### src/cbm_pkg.sv
`default_nettype none

package cbm_pkg;

    // Kinds of bus request on the input stream.
    typedef enum logic [1:0] {
        REQ_ROM_READ  = 2'd0,
        REQ_REG_WRITE = 2'd1,
        REQ_RAM_READ  = 2'd2,
        REQ_RAM_WRITE = 2'd3
    } t_req;

    // Target of the resulting memory access.
    typedef enum logic [1:0] {
        SEL_NONE = 2'd0,
        SEL_ROM  = 2'd1,
        SEL_RAM  = 2'd2,
        SEL_RSVD = 2'd3
    } t_sel;

    // Configuration register indexes (byte address is four times the index).
    localparam logic [2:0] CFG_ROM_BYTES   = 3'd0;
    localparam logic [2:0] CFG_ROM_NBANKS  = 3'd1;
    localparam logic [2:0] CFG_RAM_BYTES   = 3'd2;
    localparam logic [2:0] CFG_RAM_NBANKS  = 3'd3;
    localparam logic [2:0] CFG_RAM_PRESENT = 3'd4;

    // Bus address map.
    localparam logic [15:0] ADDR_ROM_HI   = 16'h4000;
    localparam logic [15:0] ADDR_RAM_BASE = 16'hA000;
    localparam logic [23:0] UNMAPPED_SPAN = 24'h008000;
    localparam logic [3:0]  RAM_EN_KEY    = 4'hA;

    // Field widths of the streams.
    localparam int IN_DATA_W  = 24;
    localparam int OUT_DATA_W = 40;

endpackage

`default_nettype wire

### src/cartridge_bank_mapper.sv
`default_nettype none

// Bank mapper for a multi-game cartridge. Each request on the input stream is
// a ROM read, a register write in the ROM area, a RAM read or a RAM write; it
// produces one result carrying the memory select, the physical byte offset,
// the write strobe and data, and the sticky save-dirty flag. The block takes
// one request per clock and registers its result in an output register; the
// input stalls only while that register holds a result that the downstream
// side has not taken. Before the mapped bit is set, ROM reads see the last
// 32 KiB of the ROM; once it is set, the outer bank bits, masks and multiplex
// mode are frozen. Offsets beyond the configured sizes give select none. The user
// must set sizes and bank counts over the APB port only while no request is in
// flight; the block itself does not enforce this.
module cartridge_bank_mapper #(
    parameter int ROM_OFFSET_BITS = 23
) (
    input  wire                          i_clk,
    input  wire                          i_rst_n,
    // Request stream.
    input  wire                          s_axis_tvalid,
    output logic                         s_axis_tready,
    // tdata: address[15:0], write_data[23:16]
    input  wire  [cbm_pkg::IN_DATA_W-1:0] s_axis_tdata,
    // tuser: req_type[1:0]
    input  wire  [1:0]                   s_axis_tuser,
    // Result stream.
    output logic                         m_axis_tvalid,
    input  wire                          m_axis_tready,
    // tdata: phys_offset[22:0], mem_write[23], mem_write_data[31:24],
    //        save_dirty[32], zero[39:33]
    output logic [cbm_pkg::OUT_DATA_W-1:0] m_axis_tdata,
    // tuser: mem_select[1:0]
    output logic [1:0]                   m_axis_tuser,
    // Configuration port.
    input  wire                          psel,
    input  wire                          penable,
    input  wire                          pwrite,
    input  wire  [4:0]                   paddr,
    input  wire  [31:0]                  pwdata,
    output logic [31:0]                  prdata,
    output logic                         pready
);
    import cbm_pkg::*;

    // Configuration registers.
    logic [23:0] r_rom_bytes;
    logic [9:0]  r_rom_nbanks;
    logic [17:0] r_ram_bytes;
    logic [4:0]  r_ram_nbanks;
    logic        r_ram_present;

    // Mapper state.
    logic       r_ram_enable,   n_ram_enable;
    logic       r_mapped,       n_mapped;
    logic [4:0] r_rom_low,      n_rom_low;
    logic [1:0] r_rom_mid,      n_rom_mid;
    logic [1:0] r_rom_high,     n_rom_high;
    logic [4:0] r_rom_lock,     n_rom_lock;
    logic [1:0] r_ram_low,      n_ram_low;
    logic [1:0] r_ram_high,     n_ram_high;
    logic [1:0] r_ram_lock,     n_ram_lock;
    logic       r_mode_lock,    n_mode_lock;
    logic       r_bank_mode,    n_bank_mode;
    logic       r_mux_mode,     n_mux_mode;
    logic       r_dirty,        n_dirty;

    // Result register.
    logic        r_out_valid;
    logic [1:0]  r_sel,   n_sel;
    logic [22:0] r_off,   n_off;
    logic        r_wr,    n_wr;
    logic [7:0]  r_wdata, n_wdata;
    logic        r_out_dirty;

    // Request fields.
    t_req        req;
    logic [15:0] addr;
    logic [7:0]  wdata;
    logic        accept;

    // Intermediate mapping values.
    logic        low_window;
    logic [4:0]  rom_lo_bits;
    logic [1:0]  rom_mid_sel;
    logic [8:0]  rom_bank_raw;
    logic [8:0]  rom_bank;
    logic [9:0]  rom_bank_and;
    logic [15:0] rom_win_off;
    logic [23:0] rom_base;
    logic [24:0] rom_off;
    logic        rom_hit;
    logic [1:0]  ram_lo_bits;
    logic [3:0]  ram_bank;
    logic [4:0]  ram_bank_and;
    logic [31:0] ram_off;
    logic        ram_hit;
    logic        ram_open;

    assign req    = t_req'(s_axis_tuser);
    assign addr   = s_axis_tdata[15:0];
    assign wdata  = s_axis_tdata[23:16];
    assign accept = s_axis_tvalid && s_axis_tready;

    // Take a new request whenever the result register is free or draining.
    assign s_axis_tready = !r_out_valid || m_axis_tready;

    assign m_axis_tvalid = r_out_valid;
    assign m_axis_tuser  = r_sel;
    assign m_axis_tdata  = {7'd0, r_out_dirty, r_wdata, r_wr, r_off};

    assign pready = 1'b1;

    // Register readback.
    always_comb begin
        unique case (paddr[4:2])
            CFG_ROM_BYTES:   prdata = {8'd0, r_rom_bytes};
            CFG_ROM_NBANKS:  prdata = {22'd0, r_rom_nbanks};
            CFG_RAM_BYTES:   prdata = {14'd0, r_ram_bytes};
            CFG_RAM_NBANKS:  prdata = {27'd0, r_ram_nbanks};
            CFG_RAM_PRESENT: prdata = {31'd0, r_ram_present};
            default:         prdata = 32'd0;
        endcase
    end

    // ROM bank selection for the two windows.
    always_comb begin
        low_window = addr < ADDR_ROM_HI;
        if (low_window) begin
            rom_lo_bits = r_rom_low & r_rom_lock;
            if (r_mux_mode) begin
                rom_mid_sel = r_bank_mode ? r_ram_low : (r_ram_low & r_ram_lock);
            end else begin
                rom_mid_sel = r_rom_mid;
            end
            rom_win_off = addr;
        end else begin
            // In the switchable window, if the unlocked low bank bits are zero, bit 0 is forced to one.
            rom_lo_bits = r_rom_low;
            if ((r_rom_low & ~r_rom_lock) == 5'd0) begin
                rom_lo_bits = r_rom_low | 5'd1;
            end
            rom_mid_sel = r_mux_mode ? r_ram_low : r_rom_mid;
            rom_win_off = addr - ADDR_ROM_HI;
        end
        rom_bank_raw = {r_rom_high, rom_mid_sel, rom_lo_bits};
        rom_bank_and = r_rom_nbanks - 10'd1;
        rom_bank     = (r_rom_nbanks != 10'd0) ? (rom_bank_raw & rom_bank_and[8:0])
                                               : rom_bank_raw;
    end

    // ROM offset and range check.
    always_comb begin
        rom_base = (r_rom_bytes >= UNMAPPED_SPAN) ? (r_rom_bytes - UNMAPPED_SPAN) : 24'd0;
        if (!r_mapped) begin
            rom_off = {1'b0, rom_base} + {9'd0, addr};
        end else begin
            rom_off = {2'd0, rom_bank, 14'd0} + {9'd0, rom_win_off};
        end
        rom_hit = (rom_off < {1'b0, r_rom_bytes}) && ((rom_off >> ROM_OFFSET_BITS) == 25'd0);
    end

    // RAM bank selection, offset and range check.
    always_comb begin
        if (r_mux_mode) begin
            ram_lo_bits = r_rom_mid;
        end else begin
            ram_lo_bits = r_bank_mode ? r_ram_low : (r_ram_low & r_ram_lock);
        end
        ram_bank_and = r_ram_nbanks - 5'd1;
        ram_bank     = (r_ram_nbanks != 5'd0) ? ({r_ram_high, ram_lo_bits} & ram_bank_and[3:0])
                                              : {r_ram_high, ram_lo_bits};
        ram_off  = {15'd0, ram_bank, 13'd0} + {16'd0, addr} - {16'd0, ADDR_RAM_BASE};
        ram_hit  = (ram_off[31:18] == 14'd0) && (ram_off[17:0] < r_ram_bytes);
        ram_open = r_ram_enable && r_ram_present;
    end

    // Next mapper state and result for the current request.
    always_comb begin
        n_ram_enable = r_ram_enable;
        n_mapped     = r_mapped;
        n_rom_low    = r_rom_low;
        n_rom_mid    = r_rom_mid;
        n_rom_high   = r_rom_high;
        n_rom_lock   = r_rom_lock;
        n_ram_low    = r_ram_low;
        n_ram_high   = r_ram_high;
        n_ram_lock   = r_ram_lock;
        n_mode_lock  = r_mode_lock;
        n_bank_mode  = r_bank_mode;
        n_mux_mode   = r_mux_mode;
        n_dirty      = r_dirty;
        n_sel        = SEL_NONE;
        n_off        = 23'd0;
        n_wr         = 1'b0;
        n_wdata      = 8'd0;

        unique case (req)
            REQ_ROM_READ: begin
                if (rom_hit) begin
                    n_sel = SEL_ROM;
                    n_off = rom_off[22:0];
                end
            end
            REQ_REG_WRITE: begin
                // Register writes decode on the top three address bits.
                unique case (addr[15:13])
                    3'd0: begin
                        n_ram_enable = wdata[3:0] == RAM_EN_KEY;
                        if (!r_mapped) begin
                            n_ram_lock = wdata[5:4];
                            n_mapped   = wdata[6];
                        end
                    end
                    3'd1: begin
                        n_rom_low = (r_rom_low & r_rom_lock) | (wdata[4:0] & ~r_rom_lock);
                        if (!r_mapped) begin
                            n_rom_mid = wdata[6:5];
                        end
                    end
                    3'd2: begin
                        n_ram_low = (r_ram_low & r_ram_lock) | (wdata[1:0] & ~r_ram_lock);
                        if (!r_mapped) begin
                            n_ram_high  = wdata[3:2];
                            n_rom_high  = wdata[5:4];
                            n_mode_lock = wdata[6];
                        end
                    end
                    3'd3: begin
                        if (!r_mode_lock) begin
                            n_bank_mode = wdata[0];
                        end
                        if (!r_mapped) begin
                            n_rom_lock = {wdata[5:2], 1'b0};
                            n_mux_mode = wdata[6];
                        end
                    end
                    default: begin
                    end
                endcase
            end
            REQ_RAM_READ, REQ_RAM_WRITE: begin
                if (ram_open) begin
                    if (req == REQ_RAM_WRITE) begin
                        n_dirty = 1'b1;
                    end
                    if (ram_hit) begin
                        n_sel = SEL_RAM;
                        n_off = ram_off[22:0];
                        if (req == REQ_RAM_WRITE) begin
                            n_wr    = 1'b1;
                            n_wdata = wdata;
                        end
                    end
                end
            end
        endcase
    end

    // Configuration writes.
    always_ff @(posedge i_clk) begin
        if (!i_rst_n) begin
            r_rom_bytes   <= 24'd32768;
            r_rom_nbanks  <= 10'd2;
            r_ram_bytes   <= 18'd0;
            r_ram_nbanks  <= 5'd0;
            r_ram_present <= 1'b0;
        end else if (psel && penable && pwrite && pready) begin
            unique case (paddr[4:2])
                CFG_ROM_BYTES:   r_rom_bytes   <= pwdata[23:0];
                CFG_ROM_NBANKS:  r_rom_nbanks  <= pwdata[9:0];
                CFG_RAM_BYTES:   r_ram_bytes   <= pwdata[17:0];
                CFG_RAM_NBANKS:  r_ram_nbanks  <= pwdata[4:0];
                CFG_RAM_PRESENT: r_ram_present <= pwdata[0];
                default: begin
                end
            endcase
        end
    end

    // Mapper state updates on each accepted request.
    always_ff @(posedge i_clk) begin
        if (!i_rst_n) begin
            r_ram_enable <= 1'b0;
            r_mapped     <= 1'b0;
            r_rom_low    <= 5'd0;
            r_rom_mid    <= 2'd0;
            r_rom_high   <= 2'd0;
            r_rom_lock   <= 5'd0;
            r_ram_low    <= 2'd0;
            r_ram_high   <= 2'd0;
            r_ram_lock   <= 2'd0;
            r_mode_lock  <= 1'b0;
            r_bank_mode  <= 1'b0;
            r_mux_mode   <= 1'b0;
            r_dirty      <= 1'b0;
        end else if (accept) begin
            r_ram_enable <= n_ram_enable;
            r_mapped     <= n_mapped;
            r_rom_low    <= n_rom_low;
            r_rom_mid    <= n_rom_mid;
            r_rom_high   <= n_rom_high;
            r_rom_lock   <= n_rom_lock;
            r_ram_low    <= n_ram_low;
            r_ram_high   <= n_ram_high;
            r_ram_lock   <= n_ram_lock;
            r_mode_lock  <= n_mode_lock;
            r_bank_mode  <= n_bank_mode;
            r_mux_mode   <= n_mux_mode;
            r_dirty      <= n_dirty;
        end
    end

    // Result register valid flag.
    always_ff @(posedge i_clk) begin
        if (!i_rst_n) begin
            r_out_valid <= 1'b0;
        end else if (accept) begin
            r_out_valid <= 1'b1;
        end else if (m_axis_tready) begin
            r_out_valid <= 1'b0;
        end
    end

    // Result payload.
    always_ff @(posedge i_clk) begin
        if (accept) begin
            r_sel       <= n_sel;
            r_off       <= n_off;
            r_wr        <= n_wr;
            r_wdata     <= n_wdata;
            r_out_dirty <= n_dirty;
        end
    end

endmodule

`default_nettype wire

### config.mk
export PLATFORM = sky130hd
export DESIGN_NAME = cartridge_bank_mapper
export DESIGN_NICKNAME = d
export VERILOG_FILES = /design/src/cbm_pkg.sv /design/src/cartridge_bank_mapper.sv
export SDC_FILE = /design/constraint.sdc
export NUM_CORES = 1
export LEC_CHECK = 0
export ABC_AREA = 1
export BUFFER_PORTS_ARGS = -buffer_cell sky130_fd_sc_hd__buf_2
export CAP_MARGIN = 20
export CORE_MARGIN = 5
export CORE_UTILIZATION = 43
export CTS_CLUSTER_DIAMETER = 40
export DETAILED_ROUTE_END_ITERATION = 10
export PLACE_DENSITY = 0.69
export SYNTH_ARGS = -nofsm -noshare
export SYNTH_HDL_FRONTEND = slang
export SYNTH_SLANG_ARGS = --single-unit
### constraint.sdc
create_clock -name i_clk -period 9.2 [get_ports i_clk]
set_clock_uncertainty 0.15 [all_clocks]
set_input_delay 1.84 -clock i_clk [delete_from_list [all_inputs] [get_ports i_clk]]
set_output_delay 1.84 -clock i_clk [all_outputs]
set_load 0.05 [all_outputs]
After elaboration in Yosys (flattened, before gate mapping)
Index checks and enable logic that the tools add are counted.
{ "totals": {"ff_bits": 119, "latchBits": 0, "mem_bits_rw": 0, "mem_bits_ro": 0, "in_bits": 70, "out_inout_bits": 77, "elab_cells": 121, "memories": 0} }
{ "op_classes": {"addsub": 8, "mul": 0, "n_div": 0, "order_cmp": 4, "eq_ne": 11, "shift": 0, "n_mux": 28, "bitwise": 13, "n_reduce_logical": 33} }
{ "op_table": {"columns": ["operator", "n"], "rows": [
  ["case mux 24 bit (5 select lines)", 1],
  ["two-way mux 23 bit", 3],
  ["case mux 23 bit (2 select lines)", 1],
  ["adder 24 x 16 -> 25 bit", 1],
  ["logical NOT 25 bit", 1],
  ["< comparator 25 x 24 -> 1 bit", 1],
  ["two-way mux 25 bit", 1],
  ["adder 23 x 16 -> 24 bit", 1],
  [">= comparator 24 x 16 -> 1 bit, second input constant", 1],
  ["two-way mux 24 bit", 1],
  ["AND reduction 4 bit", 6],
  ["subtractor 24 x 16 -> 24 bit, second input constant", 1],
  ["subtractor 18 x 16 -> 19 bit, second input constant", 1],
  ["adder 17 x 16 -> 18 bit", 1],
  ["< comparator 18 bit", 1],
  ["< comparator 16 x 15 -> 1 bit, second input constant", 1],
  ["two-way mux 16 bit", 1],
  ["subtractor 16 x 15 -> 16 bit, second input constant", 1],
  ["bitwise AND 5 bit", 3],
  ["logical NOT 14 bit", 1],
  ["two-way mux 2 bit", 7],
  ["== test 3 x 2 -> 1 bit, second input constant", 4],
  ["AND reduction 3 bit", 4],
  ["AND reduction 2 bit", 5],
  ["30 further kinds", 48]
]} }

Logic depth before layout (Yosys ltp)
{ "depth": {"word_depth": 13, "ltp_mapped": 32, "mapped_depth_nobuf": 30} }

Worst setup path before layout
OpenSTA, ideal clock, no wires.
{ "synth_path": {"path_kind": "input port to output port", "from": "input paddr[2]", "to": "output prdata[6]", "t_arrival_ns": 3.413, "t_required_ns": 7.210, "path_slack_ns": 3.797, "stages": 4, "path_buffers": 1, "path_cell_list": "nor3_1 -> inv_1 -> clkbuf_1 -> o221ai_1"} }
{ "synth_between": {"elab_chain_cells": 2, "word_cells_on_any_way": 6, "cone_classes": "eq/ne: 4; mux: 1; reduce/logical: 1"} }
{ "synth_rtl": {"columns": ["element", "line_no", "text"], "rows": [
  ["start, declared", "cartridge_bank_mapper.sv:38", "input wire [4:0] paddr,"],
  ["== test 3 bit, or another cell as far along", "cartridge_bank_mapper.sv:115", "unique case (paddr[4:2])"],
  ["case mux 24 bit (5 select lines) (*)", "cartridge_bank_mapper.sv:115", null],
  ["end, declared", "cartridge_bank_mapper.sv:40", "output logic [31:0] prdata,"]
]} }
Mark *: on every way between the ends. The rest lies on a longest branch, timed or not.

Worst setup path in the final report
{ "layout_path": {"from": "input paddr[4]", "to": "output prdata[0]"} }
The elaborated chain is that of the path after synthesis.

==> impl_metrics.toml <==
[drt]
route.detailed.drc = 0
vias = 8173
dr.first_iter.drc_count = 771
viasPerCell = 5.229
wl_per_cell_um = 15.76
firstDrtPassIters = 5
postRouteWirelength_um = 24640
ant_nets = 0

[sta]
layout_worst_path_cycle_share = 0.6437
final_hold_viol_count = 0
maxSlewViolCount = 0
tns_ps = 0
slew-limit-headroom = 0.3002
layout_min_cycle_time_ps = 5922
worstMarginPinSlew_ps = 1049
rsz0062_at_grt = "false"
setup_viol = 0
timing.fmax_mhz = 168.9

[clock_tree]
clkTransAtPathRegs_ps = 60
clock_path_buffers = 2
clk_root_buffer_cell = "clkbuf_16"
post-cts-setup-buffers = 0
cts_tree = "yes"
worst_skew_pair.late_latency_ps = 430
cts_buffers = 17
cts_resized = 0
htreeDepth = 4
holdBufCountCts = 0
cts.sinks = 119

[global_routing]
grt_first_pass_wirelength_um = 39290
grt_pass1_vias = 7645
grt_max_degree = 78
grt_usage = 0.2233
grt-ovfl-total = 0
grt_antenna_before_repair = 0

[pwr]
total_leakage_power_uw = 0.004564
power_density_nw_per_um2 = 155.7
vdd_drop_max_mv = 0.1328

[layout]
num-nets-final = 1426
final_cells = 1563
final_cell_mix = "nand2_1 (226), inv_1 (166), a21oi_1 (122)"
mostFrequentLayoutCell = "nand2_1"
diodes = 0
layout-drive-gt1-share = 0.1595
fillCellCount = 1999
area_delta_synth_final_pct = 16.57

[worst_setup_path]
critPathCaptureType = "output port"
worst_path_most_repeated_cell = "buf_2"
startpoint_type = "input pin"
worstSetupPathType = "in -> out"
crit_required_ps = 7210
crit_fanout = 15
cpPeakStageDelay_ps = 560
path_cells = "buf_2 -> nor3_1 -> inv_1 -> o22ai_1 -> a21oi_1 -> o211ai_1 -> buf_2"
arrival_ps = 3930
cpMaxStageDelayCell = "nor3_1"

[floorplanning]
core_region_area_um2 = 19270
die_x_um = 149.2
rows = 51
die-area_um2 = 22250
dieHeight_um = 149.2
ios = 147
initial_core_util = 0.4322

[yosys]
ys_seq_area_frac = 0.3281
synth_edf_count = 35
synth-seq-cells = 119
async_reset_ff_frac = 0
syn_area_um2 = 8328
netlist_instances = 1175
yosysWarnings = 0
ys.flop_type = "dfxtp_1"
synth_cell_types = 52
syn_avg_cell_area_um2 = 7.088

[placed_design]
place_inst = 1531
placement.io_buffers = 120
place_congestion = 0.9087
hpwl_um = 18850

[hold_path]
min_path_type = "reg -> reg"

[run]
cap_violations = 0

[status]
status = "finished, final reports clean"
-- where the power goes --
part	switching (µW)	leakage, µW	total (µW)	internal (µW)
Clock	266	0.000294	721	455
Combinational	167	0.00324	230	63.7
Sequential	4.67	0.00103	560	555
-- final timing paths --
check,startpoint,end,slack [ps],depth (start not counted)
worst max-delay path,paddr[4],prdata[0],3280,7
worst min-delay path,r_rom_high[0]$_SDFFE_PN0P_,r_rom_high[0]$_SDFFE_PN0P_,310,2
worst max register to register,r_rom_bytes[15]$_SDFFE_PN1P_,r_off[15]$_DFFE_PP_,3440,26
worst min register to register,r_rom_high[0]$_SDFFE_PN0P_,r_rom_high[0]$_SDFFE_PN0P_,310,2
-- worst max-delay path: cells and delay by family --
family                 cells  cell delay [ps]
buffers and inverters      3              980
AO/OA/AOI/OAI              3              560
AND/OR/NAND/NOR            1              560
-- logic make-up after synthesis --
| family | count (synthesis) | share of synthesized area |
|---|---|---|
| fa+ha+maj | 71 | 0.1094 |
| simple gates | 459 | 0.2455 |
| flops | 119 | 0.3281 |
| mux | 2 | 0.002404 |
| xor+xnor | 14 | 0.01472 |
| other cells | 2 | 0.0009018 |
| buf+inv | 228 | 0.1145 |
| compound gates | 280 | 0.1845 |
-- area by class of cell --
cell class                 instances  area [µm²]  share of cell area
clock buffer                      18       429.2             0.04421
clock inverter                    14       196.4             0.02023
inverter                         179       671.9             0.06921
multi-input combinational        842        4701              0.4842
sequential                       119        2733              0.2815
tap                              265       331.6             0.03415
timing repair buffer             126       645.6             0.06650
-- synth_stat cells, drive strengths merged, types with 5 or more instances --
cell type	instances	area share
o21ai	107	0.064
dfxtp	84	0.20
ha	68	0.10
inv	176	0.079
xor2	8	0.0084
o21a	7	0.0063
buf	26	0.023
nand2	233	0.11
o22ai	10	0.0075
a21oi	124	0.075
nand4	12	0.0090
nor3	9	0.0060
nor2	115	0.059
o21bai	5	0.0045
xnor2	6	0.0063
edfxtp	35	0.13
nand3	83	0.055
clkbuf	23	0.010
o221ai	7	0.0074
o2111ai	5	0.0053
-- flip-flops by register name (all words and copies together) (netlist names), 4 cells and up, named ones only --
| name | cells |
|---|---|
| r_wdata | 8 |
| r_ram_bytes | 18 |
| r_off | 23 |
| r_rom_bytes | 24 |
| r_ram_nbanks | 5 |
| r_rom_lock | 4 |
| r_rom_nbanks | 10 |
-- per-stage QoR --
stage                     hold WS, ps    util  instance area, µm²  setup WS (ps)  total power, µW
after floorplan                 279.9       -                8381           3797            739.0
after global placement          294.4  0.4713                9082           3006            797.0
after detailed placement        298.5  0.4713                9082           2926            800.3
after CTS                       306.8  0.5038                9708           3322             1516
after global routing            348.4  0.5038                9708           2931             1568
final                           308.5  0.5038                9708           3278             1511
-- routing by layer --
layer / vias to the layer above / routed length (µm) / global-route usage
met2: 256 / 11520 / 0.3666
li1: 4104 / - / -
met1: 3780 / 11170 / 0.2984
met3: 33 / 1479 / 0.04315
met4: 0 / 465 / 0.06819
met5: - / 0 / 0
No activity file was read; power rests on OpenSTA's default activity.
